[src/sv/pbs_pkg.sv]
// ----------------------------------------------------------------------------
// pbs_pkg
// Shared constants and types of the popcount bucket sorter: sizes, the sort
// key and the command and status groups between controller and datapath.
// ----------------------------------------------------------------------------
package pbs_pkg;

    localparam int CAPACITY   = 64;
    localparam int VALUE_BITS = 16;

    localparam int DATA_W   = 16;
    localparam int BUCKET_W = 5;
    localparam int CNT_W    = $clog2(CAPACITY + 1);
    localparam int USED_BITS = (VALUE_BITS < DATA_W) ? VALUE_BITS : DATA_W;
    localparam logic [DATA_W-1:0] VALUE_MASK = DATA_W'((33'd1 << USED_BITS) - 33'd1);

    localparam int OUT_TDATA_W = ((DATA_W + BUCKET_W + 7) / 8) * 8;

    typedef struct packed {
        logic [BUCKET_W-1:0] pop;
        logic [DATA_W-1:0]   value;
    } key_t;

    typedef struct packed {
        logic load;
        logic insert;
        logic shift;
    } pbs_cmd_t;

    typedef struct packed {
        logic in_last;
        logic last_one;
    } pbs_status_t;

endpackage

[src/sv/pbs_ctrl.sv]
// ----------------------------------------------------------------------------
// pbs_ctrl
// Sequencer: takes an input beat, lets the datapath insert it, and after the
// last beat of a set runs the emission until the sorted row is empty.
// ----------------------------------------------------------------------------
module pbs_ctrl
    import pbs_pkg::*;
(
    input  logic        aclk,
    input  logic        aresetn,
    input  logic        s_tvalid,
    output logic        s_tready,
    output logic        m_tvalid,
    input  logic        m_tready,
    input  pbs_status_t status,
    output pbs_cmd_t    cmd
);

    typedef enum logic [1:0] {
        ST_IDLE,
        ST_INSERT,
        ST_EMIT
    } state_t;

    state_t state_reg, state_next;
    logic   s_tready_reg, s_tready_next;
    logic   m_tvalid_reg, m_tvalid_next;

    always_comb begin
        cmd.load   = s_tvalid && s_tready_reg;
        cmd.insert = (state_reg == ST_INSERT);
        cmd.shift  = m_tvalid_reg && m_tready;
    end

    always_comb begin
        state_next    = state_reg;
        s_tready_next = s_tready_reg;
        m_tvalid_next = m_tvalid_reg;
        unique case (state_reg)
            ST_IDLE: begin
                s_tready_next = 1'b1;
                if (cmd.load) begin
                    state_next    = ST_INSERT;
                    s_tready_next = 1'b0;
                end
            end
            ST_INSERT: begin
                if (status.in_last) begin
                    state_next    = ST_EMIT;
                    m_tvalid_next = 1'b1;
                end else begin
                    state_next    = ST_IDLE;
                    s_tready_next = 1'b1;
                end
            end
            ST_EMIT: begin
                if (cmd.shift && status.last_one) begin
                    state_next    = ST_IDLE;
                    m_tvalid_next = 1'b0;
                    s_tready_next = 1'b1;
                end
            end
            default: begin
                state_next    = ST_IDLE;
                s_tready_next = 1'b0;
                m_tvalid_next = 1'b0;
            end
        endcase
    end

    always_ff @(posedge aclk) begin
        if (!aresetn) begin
            state_reg    <= ST_IDLE;
            s_tready_reg <= 1'b0;
            m_tvalid_reg <= 1'b0;
        end else begin
            state_reg    <= state_next;
            s_tready_reg <= s_tready_next;
            m_tvalid_reg <= m_tvalid_next;
        end
    end

    assign s_tready = s_tready_reg;
    assign m_tvalid = m_tvalid_reg;

endmodule

[config.mk]
export PLATFORM = sky130hd
export DESIGN_NAME = pbs_ctrl
export DESIGN_NICKNAME = d
export VERILOG_FILES = /design/src/sv/pbs_pkg.sv /design/src/sv/pbs_ctrl.sv
export SDC_FILE = /design/constraint.sdc
export NUM_CORES = 1
export LEC_CHECK = 0
export ABC_AREA = 1
export BUFFER_PORTS_ARGS = -buffer_cell sky130_fd_sc_hd__buf_2
export CORE_AREA = 2 2 39 41
export DETAILED_ROUTE_END_ITERATION = 12
export DIE_AREA = 0 0 41 43
export HOLD_SLACK_MARGIN = 0.15
export PLACE_DENSITY = 0.48
export SETUP_SLACK_MARGIN = 0.3
export SYNTH_ARGS = -nofsm -noshare
export SYNTH_HDL_FRONTEND = slang
export SYNTH_SLANG_ARGS = --single-unit
[constraint.sdc]
create_clock -name aclk -period 1.3 [get_ports aclk]
set_input_delay 0.26 -clock aclk [delete_from_list [all_inputs] [get_ports aclk]]
set_output_delay 0.26 -clock aclk [all_outputs]
set_load 0.05 [all_outputs]
== Yosys cells after proc, flatten, opt, wreduce, memory -nomap -nowiden ==
Cells that the tools add are included.
Widths: inputs -> output; s select.

* Word-level logic and storage cells: 28
* Latch bits: 0
* Register bits after elaboration: 4
* Output and inout bits: 5
* Memories: 0
* Memory bits (writable): 0
* Input bits: 6
* Bits in read-only memories: 0

* Add/subtract/negate cells: 0
* Reduce and logical (&&, ||, !) cells: 7
* Shifts and indexed selects: 0
* Multipliers: 0
* Multiplexer cells: 11
* $lt $le $gt $ge: 0
* Divide/modulo/power cells: 0
* Eq/ne operators: 6
* Bitwise operators: 1

{| class="wikitable"
|+ Operator list
! cell !! count
|-
| $ne 2x2->1 const B || 4
|-
| $mux 2 || 3
|-
| $pmux 1 s3 || 2
|-
| $pmux 2 s3 || 1
|-
| $mux 1 || 5
|-
| $reduce_and 2->1 || 2
|-
| $logic_and 1x1->1 || 3
|-
| $reduce_and 3->1 || 1
|-
| $eq 2x1->1 const B || 1
|-
| $eq 2x2->1 const B || 1
|-
| $logic_not 2->1 || 1
|-
| $not 1->1 || 1
|}

== Depth between registers and ports, before layout ==
Gate-level depths: netlist of run 1.

* Depth after elaboration: 4
* Depth in mapped cells: 7
* Mapped depth without buffers: 7

== Least setup slack after synthesis of run 1 ==
No wires, ideal clock.

* Path kind: reg-to-output
* From: reg s_tready_reg, in the netlist s_tready
* To: out cmd[2] in the netlist's numbering
* Path slack: -0.047 ns
* Data required time: 1.040 ns
* Stages on the path, launching flop included: 3
* Buffers on the path: 0
* Data arrival time: 1.087 ns
* Cells stage by stage: dfxtp_1 > nand2_1 > inv_1

{| class="wikitable"
|+ RTL lines
! what !! line !! RTL
|-
| from (decl) || pbs_ctrl.sv:26 || <nowiki>logic s_tready_reg, s_tready_next;</nowiki>
|-
| from (signal assigned) || pbs_ctrl.sv:78 || <nowiki>s_tready_reg <= s_tready_next;</nowiki>
|-
| to (decl) || pbs_ctrl.sv:16 || <nowiki>output pbs_cmd_t cmd</nowiki>
|}

==> flow_summary.toml, run 1 <==
[timing]
rsz0062_at_grt = "true"
fin_tns_setup_ns = 0
period_share_pct = 91.58
maxSlewHeadroom_pct = 92.31
drv_slew = 0
max_freq_ghz = 0.8399
setup_violations = 0
fin_skew_ns = 0.004604
worstMarginPinSlew_ns = 0.1154
min_period_ns = 1.191
finalHoldViolCount = 0

[die]
initial_core_util_pct = 22.24
num_rows = 14
ioPinCount = 11
die_height_um = 43
die_area_mm2 = 0.001763
die_w_um = 41
placeableCoreArea_mm2 = 0.001384

[placement]
placed_cells = 70
dpl.hpwl_um = 484.7
numPortBuffers = 10
place.gp.congestion = 0.6884

[logic_synthesis]
synth_area_um2 = 307.8
syn_avg_cell_area_um2 = 6.840
synth_cell_types = 11
synth_cells = 45
ys_seq_area_share_pct = 26.02
syn_nets = 56
yosys_warnings = 0
ys_ff_latch = 4

[global_route]
grt_pass1_vias = 287
grt_max_degree = 6
gr-usage-all-layers_pct = 9.137
grt_overflow = 0
grt_antenna_before_repair = 0
grt_pass1_wl_um = 1035

[routing]
drc = 0
antenna_left = 0
avgRoutedWirePerCell_um = 8.154
viasPerCell = 4.077
vias = 318
routed_wl_um = 636
drt_iter0_drc = 0
drt_first_pass_iters = 1

[clock_tree]
cts_tree = "built"
cts_root_buf = "clkbuf_4"
clk_pin_slew_ns = 0.04
cts_buffers = 3
clockBufferDepth = 2
htree_levels = 1
cts_sinks = 4
worst_skew_pair.late_latency_ns = 0.24
ctsHoldBuffers = 0

[setup_path]
reg2reg_setup_slack_ns = 0.24
crit_required_ns = 1.04
start_kind = "flip-flop"
critPathMaxFanout = 4
arrival_ns = 0.93
critical_path.startpoint = "state_reg[1]"
rr_worst_depth = 6
cp-end-kind = "primary output"
criticalPathCategory = "flip-flop to primary output"
timing.rr.end = "state_reg[1]"
reg2reg_from = "state_reg[0]"

[worst_hold_path]
whs_endpoint = "m_tvalid"
whs_path_depth = 3
hold_class = "input pin to flip-flop"
holdCritStartpoint = "aresetn"

[final_layout]
multi_input_comb_area_um2 = 232.7
stdcell_count = 78
nets = 75
largest_reg_flops = 2
drive_gt1_share_pct = 64.52
n_antenna_cell = 0
nFillCells = 144
area_growth_pct = 81.71
regArea_um2 = 92.59

[run_status]
status = "finished, final reports clean"

[flow_run]
max_cap_violations = 0
## worst max path at each step
stage	endpoint	cells past startpoint	slack, ns
after floorplan	cmd[0]	2	0.29
after global placement	cmd[1]	3	0.23
final	cmd[1]	3	0.11
after CTS	cmd[1]	3	0.10
after global routing	cmd[1]	3	0.09
after detailed placement	cmd[1]	3	0.23
## Yosys cell counts
master | n | share of area, %
buf_4 | 1 | 2.4
a21oi_1 | 5 | 8.1
inv_1 | 9 | 11
nand3_1 | 1 | 1.6
nand2_4 | 1 | 3.7
nor2_1 | 5 | 6.1
ha_1 | 5 | 20
nand2_1 | 11 | 13
nand2_2 | 2 | 4.1
nand3_2 | 1 | 3.3
dfxtp_1 | 4 | 26
## metrics by stage
stage               util, %  cell area, um2  hold WS, ns  setup WS, ns
floorplan                 -           337.8       0.3707        0.2936
CTS                   37.61           520.5       0.2594        0.1043
global route          40.42           559.3       0.2859       0.08931
finish                40.42           559.3       0.2638        0.1094
global placement      28.66           396.6       0.4916        0.2301
detailed placement    28.66           396.6       0.4939        0.2261
## logic make-up after synthesis
kind of cell	Yosys count	share of synthesized area (%)
AOI/OAI and AO/OA	5	8.129
adders and majority gates	5	20.33
buffers and inverters	10	13.41
DFF	4	26.02
and+or+nand+nor	21	32.11
## cell usage in the layout, fill, tap and decap left out
cell type   netlist  routed
nand2_4           1       3
clkbuf_4          0       3
buf_4             1       3
dfxtp_2           0       1
buf_6             0       2
a21oi_1           5       2
dfxtp_4           0       3
nand3_2           1       1
clkinvlp_4        0       2
buf_2             0       5
a21oi_2           0       3
inv_2             0       1
inv_1             9       4
nand2_2           2       3
ha_2              0       2
nand2_1          11       8
nor2_1            5       5
ha_1              5       2
inv_4             0       2
ha_4              0       1
nand3_1           1       1
buf_8             0       5
## timing repair
item	CTS	global route
resized for setup	24	6
pin swaps	0	3
endpoints found under the setup margin	9	9
buffers inserted	2	3
## critical path, stage by stage, from the launching register on
cell     delay, ns
dfxtp_2       0.34
inv_4         0.05
ha_4          0.16
buf_8         0.14
## layout make-up
class / instances / area share [%]
Multi-Input combinational cell: 31 / 41.61
Timing Repair Buffer: 15 / 25.95
Clock buffer: 3 / 4.027
Inverter: 9 / 8.277
Tap cell: 16 / 3.579
Sequential cell: 4 / 16.55
## metal layers
| metal | vias to the layer above | part of all wire (%) | GRT usage [%] |
|---|---|---|---|
| met5 | - | 0 | 0 |
| met2 | 9 | 58 | 15.00 |
| met4 | 0 | 2.4 | 8.000 |
| met3 | 2 | 4.1 | 3.141 |
| met1 | 138 | 36 | 8.039 |
| li1 | 169 | - | - |
Power of run 1 is left out: the tool's default activity adds up to more than one toggle a clock period on the data nets, which glitch-free logic cannot reach.
==> run 2, diff against run 1 <==
--- a/config.mk
+++ b/config.mk
@@ -9,2 +9,4 @@
 export BUFFER_PORTS_ARGS = -buffer_cell sky130_fd_sc_hd__buf_2
+export CELL_PAD_IN_SITES_DETAIL_PLACEMENT = 0
+export CELL_PAD_IN_SITES_GLOBAL_PLACEMENT = 1
 export CORE_AREA = 2 2 39 41
@@ -12,4 +14,5 @@
 export DIE_AREA = 0 0 41 43
+export GPL_TIMING_DRIVEN = 0
 export HOLD_SLACK_MARGIN = 0.15
-export PLACE_DENSITY = 0.48
+export PLACE_DENSITY = 0.63
 export SETUP_SLACK_MARGIN = 0.3
==> constraint.sdc (replaced) <==
create_clock -name aclk -period 1.3 [get_ports aclk]
set_input_delay 0.195 -clock aclk [delete_from_list [all_inputs] [get_ports aclk]]
set_output_delay 0.195 -clock aclk [all_outputs]
set_load 0.05 [all_outputs]
==> run 2 against run 1 <==
Net effect: wire length increased by 10%; die area stayed put; worst hold slack got worse by 0.056 ns; sequential cell count unchanged; clock-buffer cell count increased by 1; via count increased by 1.9%; non-clock buffer count is the same; critical path depth grew 1; maximum frequency is essentially flat; critical path type unchanged; register-to-register slack worse by 0.04 ns; sequential share of layout area is 0.74 points lower; final area up 4.7%.
==> flow_summary.toml, run 2 (synthesis gave the netlist of run 1 again) <==
[timing]
maxSlewHeadroom_pct = 91.11
min_period_ns = 1.189
fin_skew_ns = 0.01184
fin_tns_setup_ns = 0
setup_violations = 0
finalHoldViolCount = 0
drv_slew = 0
period_share_pct = 91.49
max_freq_ghz = 0.8407
rsz0062_at_grt = "true"
worstMarginPinSlew_ns = 0.1331
setup_ws_ns = 0.1106

[final_layout]
area_growth_pct = 90.24
stdcell_area_um2 = 585.6
nFillCells = 140
nets = 75
mostFrequentLayoutCells = "nand2_1 (7), inv_1 (5), nor2_1 (5), buf_2 (5)"
final_common_cell = "nand2_1"
largest_reg_flops = 2
n_antenna_cell = 0
drive_gt1_share_pct = 65.08

[placement]
place.gp.congestion = 0.7953
numPortBuffers = 10
dpl.hpwl_um = 468.5
placed_area_um2 = 401.6
place_ws_ns = 0.1979

[setup_path]
start_kind = "flip-flop"
path_delay_family = "flip-flops"
reg2reg_from = "state_reg[1]"
slowest_stage = "dfxtp_2"
crit_chain = "inv_2 > ha_4 > buf_6 > buf_8"
worstPathBufferInverterCount = 3
cp-end-kind = "primary output"
slowest_delay_ns = 0.32
critical_path.startpoint = "state_reg[1]"
crit_required_ns = 1.11
critPathMaxFanout = 2
arrival_ns = 0.99
criticalPathCategory = "flip-flop to primary output"

[clock_tree]
cts_sinks = 4
ctsHoldBuffers = 0
cts_buffers = 3
htree_levels = 1
worst_skew_pair.late_latency_ns = 0.24
clk_pin_slew_ns = 0.05
cts_root_buf = "clkbuf_4"
clockBufferDepth = 2
cts_tree = "built"

[routing]
drt_iter0_drc = 2
vias = 324
routed_wl_um = 700
viasPerCell = 4.101
avgRoutedWirePerCell_um = 8.861
antenna_left = 0
drc = 0
drt_first_pass_iters = 4

[global_route]
grt_antenna_before_repair = 0
grt_pass1_wl_um = 1152
grt_max_degree = 6
grt_overflow = 0
gr-usage-all-layers_pct = 9.739
grt_pass1_vias = 305

[flow_run]
max_cap_violations = 0

[die]
initial_core_util_pct = 22.24
die_height_um = 43
die_area_mm2 = 0.001763
placeableCoreArea_mm2 = 0.001384
num_rows = 14
die_w_um = 41
ioPinCount = 11

[worst_hold_path]
holdCritStartpoint = "aresetn"
hold_class = "input pin to flip-flop"

[run_status]
status = "finished, final reports clean"
## run 2: worst min-delay path: cells and delay by family
kind,cells,cell delay (ns)
buffers and inverters,1,0.13
AND/OR/NAND/NOR,2,0.09
## run 2: worst paths after layout
| kind | endpoint | slack, ns | depth (start not counted) |
|---|---|---|---|
| hold / removal | s_tready | 0.21 | 3 |
| setup / recovery | cmd[1] | 0.11 | 4 |
| hold reg to reg | m_tvalid | 0.53 | 2 |
| setup reg to reg | s_tready | 0.20 | 7 |
## run 2: cell type report
type                            count  area, um2  share of cell area (%)
Multi-Input combinational cell     31      275.3                   47.01
Timing Repair Buffer               14      118.9                   20.30
Sequential cell                     4      92.59                   15.81
Inverter                            9      41.29                   7.051
Clock buffer                        4      26.28                   4.487
Tap cell                           16      20.02                   3.419
Buffer                              1      11.26                   1.923
## run 2: layer usage
| metal | global-route usage (%) | routed length [um] | up-vias |
|---|---|---|---|
| met3 | 5.236 | 42 | 0 |
| li1 | - | - | 173 |
| met4 | 3.333 | 0 | 0 |
| met5 | 0 | 0 | - |
| met1 | 9.968 | 288 | 141 |
| met2 | 15.94 | 369 | 10 |
## run 2: what timing repair did
item,CTS,global route
endpoints found under the setup margin,9,8
pin swaps,2,0
buffers inserted,4,0
gates resized for setup,27,3
## run 2: per-stage QoR
| stage | utilization [%] | hold slack, ns | cells |
|---|---|---|---|
| after global placement | 29.02 | 0.4573 | 71 |
| after global routing | 42.31 | 0.2034 | 79 |
| after detailed placement | 29.02 | 0.4591 | 71 |
| final | 42.31 | 0.2080 | 79 |
| after CTS | 41.23 | 0.1991 | 79 |
| after floorplan | - | 0.3057 | 45 |
Power of run 2 is left out for the same reason.
==> run 3, diff against run 2 <==
CELL_PAD_IN_SITES_DETAIL_PLACEMENT = 2   (was 0)
CELL_PAD_IN_SITES_GLOBAL_PLACEMENT = 2   (was 1)
CORE_AREA = unset   (was 2 2 39 41)
CORE_MARGIN = 2   (was unset)
CORE_UTILIZATION = 22   (was unset)
DIE_AREA = unset   (was 0 0 41 43)
PLACE_DENSITY = 0.74   (was 0.63)
==> run 3 against run 2 <==
Net effect: via count is 8.3% higher; maximum frequency fell by 1.7%; clock skew shrank 0.0013 ns; die area down 2.8%; worst setup slack lost 0.021 ns; non-clock buffer count increased by 1; critical path depth shrank 1; register-to-register slack worse by 0.03 ns; wire length increased by 49%; critical path type unchanged; critical endpoint unchanged.
==> flow_summary.toml, run 3 (synthesis gave the netlist of run 1 again) <==
[timing]
min_period_ns = 1.210
period_share_pct = 93.09
fin_skew_ns = 0.01057
finalHoldViolCount = 0
fin_tns_setup_ns = 0
whs_ns = 0.1987
maxSlewHeadroom_pct = 91.43
worstMarginPinSlew_ns = 0.1286
rsz0062_at_grt = "true"
setup_violations = 0
setup_ws_ns = 0.08980
drv_slew = 0
max_freq_ghz = 0.8263

[global_route]
grt_pass1_wl_um = 1759
busiest_layer = "met2"
met3_usage_pct = 6.957
use_met2_pct = 29.69
gr-usage-all-layers_pct = 14.15
grt_max_degree = 6
grt_antenna_before_repair = 0
grtUsageMet1_pct = 10.73
grt_pass1_vias = 401
grt_overflow = 0

[setup_path]
rr_worst_depth = 8
cp-end-kind = "primary output"
path_delay_family = "flip-flops"
slowest_stage = "dfxtp_4"
reg2reg_setup_slack_ns = 0.17
start_kind = "flip-flop"
arrival_ns = 1.02
criticalPathCategory = "flip-flop to primary output"
timing.rr.end = "state_reg[1]"
reg2reg_from = "state_reg[1]"
crit_required_ns = 1.11
worstPathBufferInverterCount = 2
slowest_delay_ns = 0.37
critPathMaxFanout = 4
crit_chain = "ha_4 > buf_6 > buf_8"

[routing]
avgRoutedWirePerCell_um = 13.24
drt_first_pass_iters = 1
viasPerCell = 4.443
antenna_left = 0
vias = 351
drc = 0
routed_wl_um = 1046
drt_iter0_drc = 0

[worst_hold_path]
whs_endpoint = "s_tready"
holdCritStartpoint = "aresetn"
whs_path_depth = 3
hold_class = "input pin to flip-flop"

[final_layout]
stdcell_area_um2 = 594.3
mostFrequentLayoutCells = "nand2_1 (7), nand2_4 (5), buf_2 (5), buf_4 (5)"
drive_gt1_share_pct = 70.31
final_common_cell = "nand2_1"
n_antenna_cell = 0
area_growth_pct = 93.09
largest_reg_flops = 2
nets = 76

[die]
die_w_um = 41.41
placeableCoreArea_mm2 = 0.001301
ioPinCount = 11
num_rows = 13
die_height_um = 41.41
die_area_mm2 = 0.001714
initial_core_util_pct = 23.65

[run_status]
status = "finished, final reports clean"

[placement]
place_ws_ns = 0.1881
place.gp.congestion = 0.6848
placed_area_um2 = 400.4
numPortBuffers = 10
dpl.hpwl_um = 662.5

[clock_tree]
cts_root_buf = "clkbuf_4"
cts_buffers = 3
cts_tree = "built"
ctsHoldBuffers = 0
htree_levels = 1
worst_skew_pair.late_latency_ns = 0.25
cts_sinks = 4
clockBufferDepth = 2
clk_pin_slew_ns = 0.05

[flow_run]
max_cap_violations = 0
-- run 3: how the worst max path moves through the flow --
stage | depth (start not counted) | startpoint | to
global placement | 4 | state_reg[1] | cmd[1]
CTS | 4 | state_reg[1] | cmd[1]
floorplan | 6 | state_reg[0] | s_tready
global route | 4 | state_reg[1] | cmd[1]
finish | 3 | state_reg[0] | cmd[1]
detailed placement | 4 | state_reg[1] | cmd[1]
-- run 3: layout make-up --
cell class	instances	area, um2
fill	153	706.9
multi-input combinational	31	274.0
timing repair buffer	15	130.1
sequential	4	92.59
inverter	9	41.29
clock buffer	4	26.28
tap	15	18.77
buffer	1	11.26
-- run 3: worst reg2reg max path: cells and delay by family, from the launching register on --
family                   cells  cell delay [ns]
adder cells (fa/ha/maj)      1             0.18
buffers and inverters        2             0.20
flip-flops                   1             0.32
AND/OR/NAND/NOR              5             0.36
-- run 3: metrics by stage --
stage | cells | util, %
after floorplan | 45 | -
after global placement | 70 | 30.77
after detailed placement | 70 | 30.77
after CTS | 78 | 43.65
after global routing | 79 | 45.67
final | 79 | 45.67
-- run 3: timing repair --
item | CTS | global route
pin swaps | 2 | 4
endpoints found under the setup margin | 9 | 7
buffers inserted | 4 | 1
gates resized for setup | 31 | 3
-- run 3: routing by layer --
metal | vias to the layer above | wire length, um
met5 | - | 0
met4 | 0 | 12
met3 | 3 | 61
met2 | 11 | 651
met1 | 163 | 320
li1 | 174 | -
Power of run 3 is left out for the same reason.
